==> src/design/clcs_pkg.sv <==
// Shared types and display command codes for the character LCD cursor sequencer.
package clcs_pkg;

  localparam int unsigned CUR_W = 6;
  localparam int unsigned MAX_RESULTS = 57;
  localparam int unsigned RES_W = $clog2(MAX_RESULTS + 1);

  localparam logic [7:0] SHIFT_RIGHT    = 8'h14;
  localparam logic [7:0] SHIFT_LEFT     = 8'h10;
  localparam logic [7:0] CMD_HOME       = 8'h02;
  localparam logic [7:0] CMD_FUNCSET    = 8'h28;
  localparam logic [7:0] CMD_CLEAR      = 8'h01;
  localparam logic [7:0] CMD_DISPLAY_ON = 8'h0C;

  localparam logic [1:0] INIT_LAST = 2'd3;
  localparam logic [7:0] INIT_SEQ [4] = '{CMD_HOME, CMD_FUNCSET, CMD_CLEAR, CMD_DISPLAY_ON};

  typedef enum logic [1:0] {
    OP_WRITE = 2'd0,
    OP_SET   = 2'd1,
    OP_CLEAR = 2'd2,
    OP_INIT  = 2'd3
  } op_e;

  typedef struct packed {
    op_e        op;
    logic [7:0] value;
  } req_t;

  typedef struct packed {
    logic             rs;
    logic [7:0]       bus_byte;
    logic [CUR_W-1:0] cursor_after;
    logic             last;
  } res_t;

  // Job handed from the front to the back; same shape as a request.
  typedef req_t job_t;

endpackage

==> src/design/clcs_front.sv <==
// Front end: accepts requests, drops out-of-range cursor targets, queues jobs.
module clcs_front #(
  parameter int unsigned POSITIONS = 32
) (
  input  logic          clk_i,
  input  logic          rst_ni,
  input  logic          in_valid_i,
  output logic          in_ready_o,
  input  clcs_pkg::req_t in_req_i,
  output logic          job_valid_o,
  input  logic          job_ready_i,
  output clcs_pkg::job_t job_o
);
  import clcs_pkg::*;

  job_t       slot_q [2];
  logic       wr_ptr_q, rd_ptr_q;
  logic [1:0] cnt_q;
  logic       keep, push, pop;

  // A set-cursor request past the last cell produces nothing; drop it here.
  assign keep = !((in_req_i.op == OP_SET) && ({1'b0, in_req_i.value} >= 9'(POSITIONS)));

  assign in_ready_o  = (cnt_q != 2'd2);
  assign push        = in_valid_i && in_ready_o && keep;
  assign job_valid_o = (cnt_q != 2'd0);
  assign pop         = job_valid_o && job_ready_i;
  assign job_o       = slot_q[rd_ptr_q];

  always_ff @(posedge clk_i or negedge rst_ni) begin
    if (!rst_ni) begin
      wr_ptr_q <= 1'b0;
      rd_ptr_q <= 1'b0;
      cnt_q    <= 2'd0;
    end else begin
      if (push) wr_ptr_q <= !wr_ptr_q;
      if (pop)  rd_ptr_q <= !rd_ptr_q;
      if (push && !pop)      cnt_q <= cnt_q + 2'd1;
      else if (pop && !push) cnt_q <= cnt_q - 2'd1;
    end
  end

  always_ff @(posedge clk_i) begin
    if (push) slot_q[wr_ptr_q] <= in_req_i;
  end

endmodule

==> src/design/clcs_back.sv <==
// Back end: owns the cursor and sequences each job into display byte writes.
module clcs_back #(
  parameter int unsigned LINE_LENGTH = 16,
  parameter int unsigned GAP_SHIFTS  = 24,
  parameter int unsigned POSITIONS   = 32
) (
  input  logic           clk_i,
  input  logic           rst_ni,
  input  logic           job_valid_i,
  output logic           job_ready_o,
  input  clcs_pkg::job_t job_i,
  output logic           out_valid_o,
  input  logic           out_ready_i,
  output clcs_pkg::res_t out_res_o
);
  import clcs_pkg::*;

  localparam int unsigned GW = (GAP_SHIFTS > 0) ? $clog2(GAP_SHIFTS + 1) : 1;

  typedef enum logic [5:0] {
    S_IDLE = 6'b000001,
    S_GAP  = 6'b000010,
    S_WALK = 6'b000100,
    S_DATA = 6'b001000,
    S_CLR  = 6'b010000,
    S_INIT = 6'b100000
  } state_e;

  state_e           state_q, state_d;
  logic [CUR_W-1:0] cur_q, cur_d, tgt_q, tgt_d;
  logic [7:0]       char_q, char_d;
  logic             up_q, up_d, pend_q, pend_d;
  logic [GW-1:0]    gap_cnt_q, gap_cnt_d, gap_inc;
  logic [1:0]       init_idx_q, init_idx_d;
  logic [RES_W-1:0] res_cnt_q, res_cnt_d;
  logic             out_valid_q;
  res_t             out_res_q, res_n;

  logic             adv, emit, keep, run_end, at_line, at_end, gap_now;
  logic [CUR_W-1:0] cur_step, cur_out;
  logic [7:0]       byte_n;
  logic             rs_n;

  assign adv      = !out_valid_q || out_ready_i;
  assign keep     = (res_cnt_q < RES_W'(MAX_RESULTS));
  assign at_line  = (cur_q == CUR_W'(LINE_LENGTH));
  assign at_end   = ({1'b0, cur_q} == (CUR_W + 1)'(POSITIONS));
  assign gap_inc  = gap_cnt_q + GW'(1);
  assign gap_now  = at_line && (gap_cnt_q != GW'(GAP_SHIFTS));
  assign cur_step = up_q ? cur_q + CUR_W'(1) : cur_q - CUR_W'(1);

  always_comb begin
    state_d    = state_q;
    cur_d      = cur_q;
    tgt_d      = tgt_q;
    char_d     = char_q;
    up_d       = up_q;
    pend_d     = pend_q;
    gap_cnt_d  = gap_cnt_q;
    init_idx_d = init_idx_q;
    res_cnt_d  = res_cnt_q;
    emit       = 1'b0;
    run_end    = 1'b0;
    rs_n       = 1'b0;
    byte_n     = 8'h00;
    cur_out    = cur_q;
    job_ready_o = (state_q == S_IDLE);

    case (state_q)
      S_IDLE: begin
        if (job_valid_i) begin
          char_d     = job_i.value;
          res_cnt_d  = '0;
          gap_cnt_d  = '0;
          init_idx_d = 2'd0;
          pend_d     = 1'b0;
          case (job_i.op)
            OP_WRITE: begin
              pend_d = 1'b1;
              if (at_line) begin
                state_d = (GAP_SHIFTS != 0) ? S_GAP : S_DATA;
              end else if (at_end) begin
                // walk home first, then write
                tgt_d   = '0;
                up_d    = 1'b0;
                state_d = S_WALK;
              end else begin
                state_d = S_DATA;
              end
            end
            OP_SET: begin
              tgt_d = job_i.value[CUR_W-1:0];
              up_d  = (job_i.value[CUR_W-1:0] > cur_q);
              if (job_i.value[CUR_W-1:0] != cur_q) state_d = S_WALK;
            end
            OP_CLEAR: begin
              cur_d   = '0;
              state_d = S_CLR;
            end
            OP_INIT: begin
              cur_d   = '0;
              state_d = S_INIT;
            end
            default: state_d = S_IDLE;
          endcase
        end
      end
      S_GAP: begin
        if (adv) begin
          emit      = 1'b1;
          byte_n    = SHIFT_RIGHT;
          gap_cnt_d = gap_inc;
          if (gap_inc == GW'(GAP_SHIFTS)) state_d = S_DATA;
        end
      end
      S_WALK: begin
        if (adv) begin
          emit   = 1'b1;
          byte_n = up_q ? SHIFT_RIGHT : SHIFT_LEFT;
          if (gap_now) begin
            // bridge the hole between the lines; cursor holds
            gap_cnt_d = gap_inc;
          end else begin
            cur_d     = cur_step;
            cur_out   = cur_step;
            gap_cnt_d = '0;
            if (cur_step == tgt_q) begin
              run_end = !pend_q;
              state_d = pend_q ? S_DATA : S_IDLE;
            end
          end
        end
      end
      S_DATA: begin
        if (adv) begin
          emit    = 1'b1;
          rs_n    = 1'b1;
          byte_n  = char_q;
          cur_d   = cur_q + CUR_W'(1);
          cur_out = cur_q + CUR_W'(1);
          run_end = 1'b1;
          state_d = S_IDLE;
        end
      end
      S_CLR: begin
        if (adv) begin
          emit    = 1'b1;
          byte_n  = CMD_CLEAR;
          run_end = 1'b1;
          state_d = S_IDLE;
        end
      end
      S_INIT: begin
        if (adv) begin
          emit       = 1'b1;
          byte_n     = INIT_SEQ[init_idx_q];
          init_idx_d = init_idx_q + 2'd1;
          if (init_idx_q == INIT_LAST) begin
            run_end = 1'b1;
            state_d = S_IDLE;
          end
        end
      end
      default: state_d = S_IDLE;
    endcase

    // Drop writes past the result limit but keep stepping the cursor.
    if (emit && keep) res_cnt_d = res_cnt_q + RES_W'(1);

    res_n.rs           = rs_n;
    res_n.bus_byte     = byte_n;
    res_n.cursor_after = cur_out;
    res_n.last         = run_end || (res_cnt_q == RES_W'(MAX_RESULTS - 1));
  end

  always_ff @(posedge clk_i or negedge rst_ni) begin
    if (!rst_ni) begin
      state_q     <= S_IDLE;
      cur_q       <= '0;
      res_cnt_q   <= '0;
      gap_cnt_q   <= '0;
      init_idx_q  <= 2'd0;
      pend_q      <= 1'b0;
      up_q        <= 1'b0;
      out_valid_q <= 1'b0;
    end else begin
      state_q    <= state_d;
      cur_q      <= cur_d;
      res_cnt_q  <= res_cnt_d;
      gap_cnt_q  <= gap_cnt_d;
      init_idx_q <= init_idx_d;
      pend_q     <= pend_d;
      up_q       <= up_d;
      if (adv) out_valid_q <= emit && keep;
    end
  end

  always_ff @(posedge clk_i) begin
    tgt_q  <= tgt_d;
    char_q <= char_d;
    if (adv) out_res_q <= res_n;
  end

  assign out_valid_o = out_valid_q;
  assign out_res_o   = out_res_q;

endmodule

==> src/design/char_lcd_cursor_sequencer.sv <==
// Top level of the character LCD cursor sequencer.
//
//   channel | direction | handshake                | payload
//   request | in        | in_valid_i / in_ready_o  | in_req_i  (op, value)
//   write   | out       | out_valid_o / out_ready_i| out_res_o (rs, bus_byte, cursor_after, last)
//
// Each request is first loaded into the sequencer while it is idle, then it
// yields one byte write per cycle unless the output stalls: a character write
// at an ordinary cell gives one data byte, a cursor walk a shift per step and per gap shift.
// A two-entry queue lets requests arrive while the sequencer is busy.
// Reset puts the cursor at cell 0 and empties the queue and output register.
// A stalled output holds the sequencer; a full queue deasserts in_ready_o.
module char_lcd_cursor_sequencer #(
  parameter int unsigned LINE_LENGTH = 16,
  parameter int unsigned GAP_SHIFTS  = 24,
  parameter int unsigned POSITIONS   = 32
) (
  input  logic           clk_i,
  input  logic           rst_ni,
  input  logic           in_valid_i,
  output logic           in_ready_o,
  input  clcs_pkg::req_t in_req_i,
  output logic           out_valid_o,
  input  logic           out_ready_i,
  output clcs_pkg::res_t out_res_o
);
  import clcs_pkg::*;

  logic job_valid, job_ready;
  job_t job;

  clcs_front #(
    .POSITIONS (POSITIONS)
  ) u_front (
    .clk_i       (clk_i),
    .rst_ni      (rst_ni),
    .in_valid_i  (in_valid_i),
    .in_ready_o  (in_ready_o),
    .in_req_i    (in_req_i),
    .job_valid_o (job_valid),
    .job_ready_i (job_ready),
    .job_o       (job)
  );

  clcs_back #(
    .LINE_LENGTH (LINE_LENGTH),
    .GAP_SHIFTS  (GAP_SHIFTS),
    .POSITIONS   (POSITIONS)
  ) u_back (
    .clk_i       (clk_i),
    .rst_ni      (rst_ni),
    .job_valid_i (job_valid),
    .job_ready_o (job_ready),
    .job_i       (job),
    .out_valid_o (out_valid_o),
    .out_ready_i (out_ready_i),
    .out_res_o   (out_res_o)
  );

  // A data byte always closes its request's run.
  assert property (@(posedge clk_i) disable iff (!rst_ni)
    out_valid_o && out_res_o.rs |-> out_res_o.last)
    else $error("data byte not marked last");

  // Clear and init leave the cursor at home.
  assert property (@(posedge clk_i) disable iff (!rst_ni)
    out_valid_o && !out_res_o.rs && (out_res_o.bus_byte == CMD_CLEAR)
      |-> (out_res_o.cursor_after == '0))
    else $error("clear command with cursor away from home");

  // Hold a stalled write unchanged until it is taken.
  assert property (@(posedge clk_i) disable iff (!rst_ni)
    out_valid_o && !out_ready_i |=> out_valid_o && $stable(out_res_o))
    else $error("write changed while stalled");

endmodule
==> config.mk <==
export PLATFORM = sky130hd
export DESIGN_NAME = char_lcd_cursor_sequencer
export DESIGN_NICKNAME = d
export VERILOG_FILES = /design/src/design/clcs_pkg.sv /design/src/design/clcs_front.sv /design/src/design/clcs_back.sv /design/src/design/char_lcd_cursor_sequencer.sv
export SDC_FILE = /design/constraint.sdc
export NUM_CORES = 1
export LEC_CHECK = 0
export CELL_PAD_IN_SITES_DETAIL_PLACEMENT = 0
export CELL_PAD_IN_SITES_GLOBAL_PLACEMENT = 1
export CORE_MARGIN = 2
export CORE_UTILIZATION = 45
export CTS_CLUSTER_DIAMETER = 200
export DETAILED_ROUTE_END_ITERATION = 6
export DONT_BUFFER_PORTS = 1
export GPL_TIMING_DRIVEN = 0
export PLACE_DENSITY_LB_ADDON = 0.3
export SYNTH_ARGS = -nofsm -noshare
export SYNTH_HDL_FRONTEND = slang
export SYNTH_HIERARCHICAL = 1
export SYNTH_SLANG_ARGS = --single-unit
==> constraint.sdc <==
create_clock -name clk_i -period 2.4 [get_ports clk_i]
set_input_delay 0.12 -clock clk_i [delete_from_list [all_inputs] [get_ports clk_i]]
set_output_delay 0.12 -clock clk_i [all_outputs]
set_load 0.05 [all_outputs]
Yosys cells after proc, flatten, opt, wreduce, memory -nomap -nowiden. Memories as Yosys holds them, arrays and structs flattened. Cells that the tools add are included.

Memories: 1. Register bits after elaboration: 62. Memory bits (writable): 20. Word-level logic and storage cells: 158. Input port bits: 14.

Magnitude comparators: 4. Reductions and logical operators: 36. Bitwise operators: 1. Add/sub/neg operators: 7. Eq/ne operators: 33. Multiplexer cells: 59.

Memory list: u_front.slot_q (depth 2, width 10, rd ports 1, clocked after Yosys merged registers in 0, write ports 1, line clcs_front.sv:16) `job_t slot_q [2];`.

Operators with widths (count): $mux W6 (22); $pmux W8 S5 (1); $pmux W6 S5 (1); $pmux W6 S2 (2); $pmux W6 S4 (1); $mux W5 (4); $ne A2 B1 Y1 const B (10); $eq A6 B6 Y1 const B (3); $pmux W6 S3 (1); $bmux W8 S2 (1); $mux W8 (2); $pmux W5 S3 (1); $mux W1 (13); $add A6 B1 Y6 const B (2); $eq A6 B5 Y1 const B (2); $reduce_bool A2 Y1 (6); $reduce_and A10 Y1 (1); $reduce_and A5 Y1 (2); $ge A8 B6 Y1 const B (1); $logic_and A1 B1 Y1 (8); $mux W2 (4); $mux W4 (2); $ne A2 B2 Y1 const B (4); $logic_not A1 Y1 (7); other kinds (31) (39).

Logic depth before layout (Yosys ltp).
Depth in word-level cells: 8. Gate-level depth with buffers: 10.

Cells and area by module. Netlist, hierarchy kept.

By module, submodules not included: clcs_back (cells each 356, times used 1, sequential area each 1602.8 sq um, area each 3518.4 sq um); clcs_front (cells each 52, times used 1, sequential area each 700.7 sq um, area each 952.2 sq um).

Worst setup path before layout. No wires, ideal clock.

Kind: reg2reg. From: register u_back.state_q[5]. To: register u_back.up_q. Path slack: -0.081 ns. Cell stages (with the launch flop): 7. Path buffers: 1. Data arrival time: 2.356 ns. Cells stage by stage: dfrtp_1 or4_4 or3b_1 buf_6 nor3_1 and3_1 mux2_2.

Cells in the longest elaborated chain, start to end: 2.

RTL lines: from (decl) (line clcs_back.sv:29) `state_e state_q, state_d;`; from (signal assigned) (line clcs_back.sv:187) `state_q <= state_d;`; $eq A6 B1 Y1 (line clcs_back.sv:69) `case (state_q)`; $reduce_and A5 Y1 (no source line); to (signal assigned) (line clcs_back.sv:193) `up_q <= up_d;`; to (decl) (line clcs_back.sv:32) `logic up_q, up_d, pend_q, pend_d;`.

Every way passes these cells. A chain may end at the register's enable or synchronous reset.

==> summary.txt <==
Reg area: 0.00231 sq mm
Detail Placement HPWL: 6860 um
Setup_tns: -0.0608 ns
Syn Area/Cell: 11.0 sq um
# diodes: 0
Clock Skew: 0.0111 ns
Slew headroom: 42.3%
Synth Flop Type: edfxtp_1
Sink Count: 82
Xor/xnor share of the synthesized area: 4.51%
Num rows: 36
Worst Path Required: 2.68 ns
1st-pass router iterations: 5
Worst-Skew Late Latency: 0.36 ns
Post-Synth Adder-Cell Area: 5.32%
Post-DRT Antenna Nets: 0
Filler-free cell count of the finished design: 598
Crit path launch type: flip-flop
Final Max Slew Viols: 0
Worst slew pin tran: 0.862 ns
Syn_nets: 441
Total Routed Length: 10,500 um
1st-iter DRT viols: 274
Global-route wire length before repair: 16,800 um
Tot GR Track Use: 19.9%
Post-synthesis cell count: 408
Synth Area in Compound Gates: 14.9%
Die Y: 104 um
Post-Synth Simple-Gate Area: 16.1%
Clk Tree Root Cell: clkbuf_8
Failing checks: negative setup slack
Ys async rst share: 39.0%
Yosys cell types: 67
Initial antenna violation count: 0
Final period utilization: 101%
Yosys warns: 6
Pwr/cell area: 1320 mW/mm^2
Largest family of logic cells by synthesized area: simple AND/OR/NAND/NOR gates
Peak fanout along the critical path: 7
Yosys top cell by area: edfxtp_1
Final min period: 2.44 ns
Die area: 0.0107 sq mm
Vias in the first global route: 3,221
Placed instance count: 541
# DRC: 0
Worst Setup End Kind: flip-flop
PnR Total Power: 0.00721 W
PnR worst setup slack: -0.0351 ns
Fillers: 863
Multiplexer share of the synthesized area: 3.55%
Layout cell share with drive strength beyond 1: 27.1%
Drt wl/cell: 17.5 um
H-Tree Depth: 3
Largest net degree at the start of global routing: 33
Seq cells post-synth: 82
Worst hold path type: input pin to flip-flop
Synthesized area: 0.00447 sq mm
Hold Fails Final Rpt: 0
Via count of the routed design: 3,328
Setup violators final: 2
Kind of critical path: flip-flop to flip-flop
Routability congestion estimate: 0.865
Max frequency: 0.411 GHz
Final cell utilization of the core: 56.1%
Cts bufs inserted: 9
Total gr overflow: 0
Core ar.: 0.00973 sq mm
NumNets Final: 493
CTS max path bufs: 2
Status: finished, violations left
Leakage: 2.17 nW
Seq/Total Area, Yosys: 51.5%
CTS tree: yes
RSZ-0062 raised after global routing: yes
I/O pin count: 32
Max-Cap Viols: 0
EDFF count, synth: 50
Area grow syn2layout: 22.2%
Chip width: 104 um
VDD IR max: 0.000609 V
Worst-path clk slew: 0.09 ns
Top-area cell type share of the netlist area: 33.6%
WP data arrival: 2.71 ns
Synth top area cells: edfxtp_1 (34%), dfrtp_1 (17%), ha_1 (5.3%), o21ai_0 (3.6%), mux2_2 (2.8%)
Area of the multi-input gates: 0.00224 sq mm
Vias per cell: 5.57
IO buf count: 0
Starting density of the core: 45.9%
cells by family (layout without fill, tap and decap cells):
kind of cell | Yosys count | count (layout)
AOI/OAI and AO/OA | 98 | 99
buffers and inverters | 41 | 97
and+or+nand+nor | 131 | 131
DFF | 82 | 82
adders and majority gates | 19 | 19
muxes | 14 | 14
xor gates and xnor gates | 23 | 23
path summary, 6_finish.rpt:
check | start | endpoint | slack (ns) | depth (start not counted)
min | in_req_i[9] | u_front/wr_ptr_q$_DFFE_PN0P_ | 0.03 | 2
min in group asynchronous | rst_ni | u_front/cnt_q[1]$_DFFE_PN0P_ | 0.25 | 2
max reg2reg | u_front/rd_ptr_q$_DFFE_PN0P_ | u_back/state_q[0]$_DFFE_PN1P_ | -0.04 | 9
max | u_front/rd_ptr_q$_DFFE_PN0P_ | u_back/state_q[0]$_DFFE_PN1P_ | -0.04 | 9
max in group asynchronous | rst_ni | u_back/state_q[0]$_DFFE_PN1P_ | 1.91 | 2
min reg2reg | u_front/cnt_q[1]$_DFFE_PN0P_ | u_front/cnt_q[1]$_DFFE_PN0P_ | 0.51 | 1
sequential cells by signal (all words and copies together), names as in the netlist, 2 cells and up:
signal             cells
u_back/res_cnt_q       6
u_back/out_res_o      16
u_back/gap_cnt_q       5
u_back/char_q          8
u_back/tgt_q           6
u_front/slot_q        20
u_back/state_q         6
u_front/cnt_q          2
u_back/init_idx_q      2
u_back/cur_q           6
synth_stat cells (3+ instances only):
cell type and number:
xnor2_1 14, mux2_2 11, and3_1 5, nand3b_1 3, a211oi_1 4, nand4_1 4
a21oi_1 19, a22o_1 4, o31ai_1 4, nand2b_1 3, ha_1 19, xor2_1 9
nor3_1 9, a21o_1 4, o41ai_1 4, nand3_1 13, o22ai_1 3, clkbuf_1 10
inv_1 25, o21ai_0 32, or3_1 3, dfrtp_1 31, nor2_1 23, nand2_1 27
and2_1 11, nor2b_1 5, a31oi_1 5, edfxtp_1 50
layer usage:
| layer | vias up | wire (um) | part of all wire [%] | track usage, % |
|---|---|---|---|---|
| met4 | 0 | 111 | 1.1 | 6.18 |
| met5 | - | 0 | 0 | 0 |
| li1 | 1609 | - | - | - |
| met1 | 1598 | 4950 | 47 | 28.3 |
| met3 | 12 | 584 | 5.6 | 3.78 |
| met2 | 109 | 4810 | 46 | 31.1 |
placed cells by master (no fill, tap or decap), drive strengths merged, types with 3 or more instances in the layout:
master / instances
edfxtp: 50
o21ai: 35
buf: 34
dfrtp: 31
nand2: 29
inv: 29
nor2: 23
a21oi: 21
ha: 19
clkbuf: 18
xnor2: 14
nand3: 13
dlygate4sd3: 12
mux2: 12
and2: 11
nor3: 10
xor2: 9
a31oi: 5
and3: 5
nor2b: 5
a22o: 5
a211oi: 5
nand4: 4
a21o: 4
nand2b: 4
or4: 4
o31ai: 4
o41ai: 4
or2: 4
nand3b: 3
or3: 3
or3b: 3
o22ai: 3
critical path: stages, from the launching register on:
cell and delay [ns]:
dfrtp_1 0.41, buf_6 0.15, mux2_4 0.33, ha_4 0.27, nand4_1 0.19, o41ai_2 0.43
a211oi_2 0.16, o21ai_2 0.12, a211oi_1 0.07, a211oi_1 0.23
through the flow:
step	hold slack, ns	instance area [sq um]	setup WS (ns)
after global routing	0.0309	5460	-0.0798
after global placement	-0.174	4650	-0.575
after floorplan	-0.176	4480	0.0128
after detailed placement	-0.174	4650	-0.536
final	0.0348	5460	-0.0351
after CTS	0.0285	5250	-0.0561
timing repair:
action,CTS,global route
endpoints found under the setup margin,33,30
endpoints found under the hold margin,53,0
gates resized for setup,38,35
hold buffers,13,0
pin swaps,9,22
buffers inserted,15,14
gates cloned,1,0
layout make-up:
class / count / area share [%]
clock inverters: 6 / 0.985
plain buffers: 12 / 1.42
inverters: 27 / 2.24
well taps: 133 / 3.05
clock buffers: 10 / 2.52
multi-input cells: 286 / 40.9
flip-flops and latches: 82 / 42.2
repair buffers: 42 / 6.62
where the power goes:
part           total, W  switching [W]  internal (W)
Sequential      0.00259       0.000564       0.00203
Clock          0.000988       0.000562      0.000426
Combinational   0.00363        0.00204       0.00159
Total           0.00721        0.00316       0.00405
(Power assumes the default switching activity.)
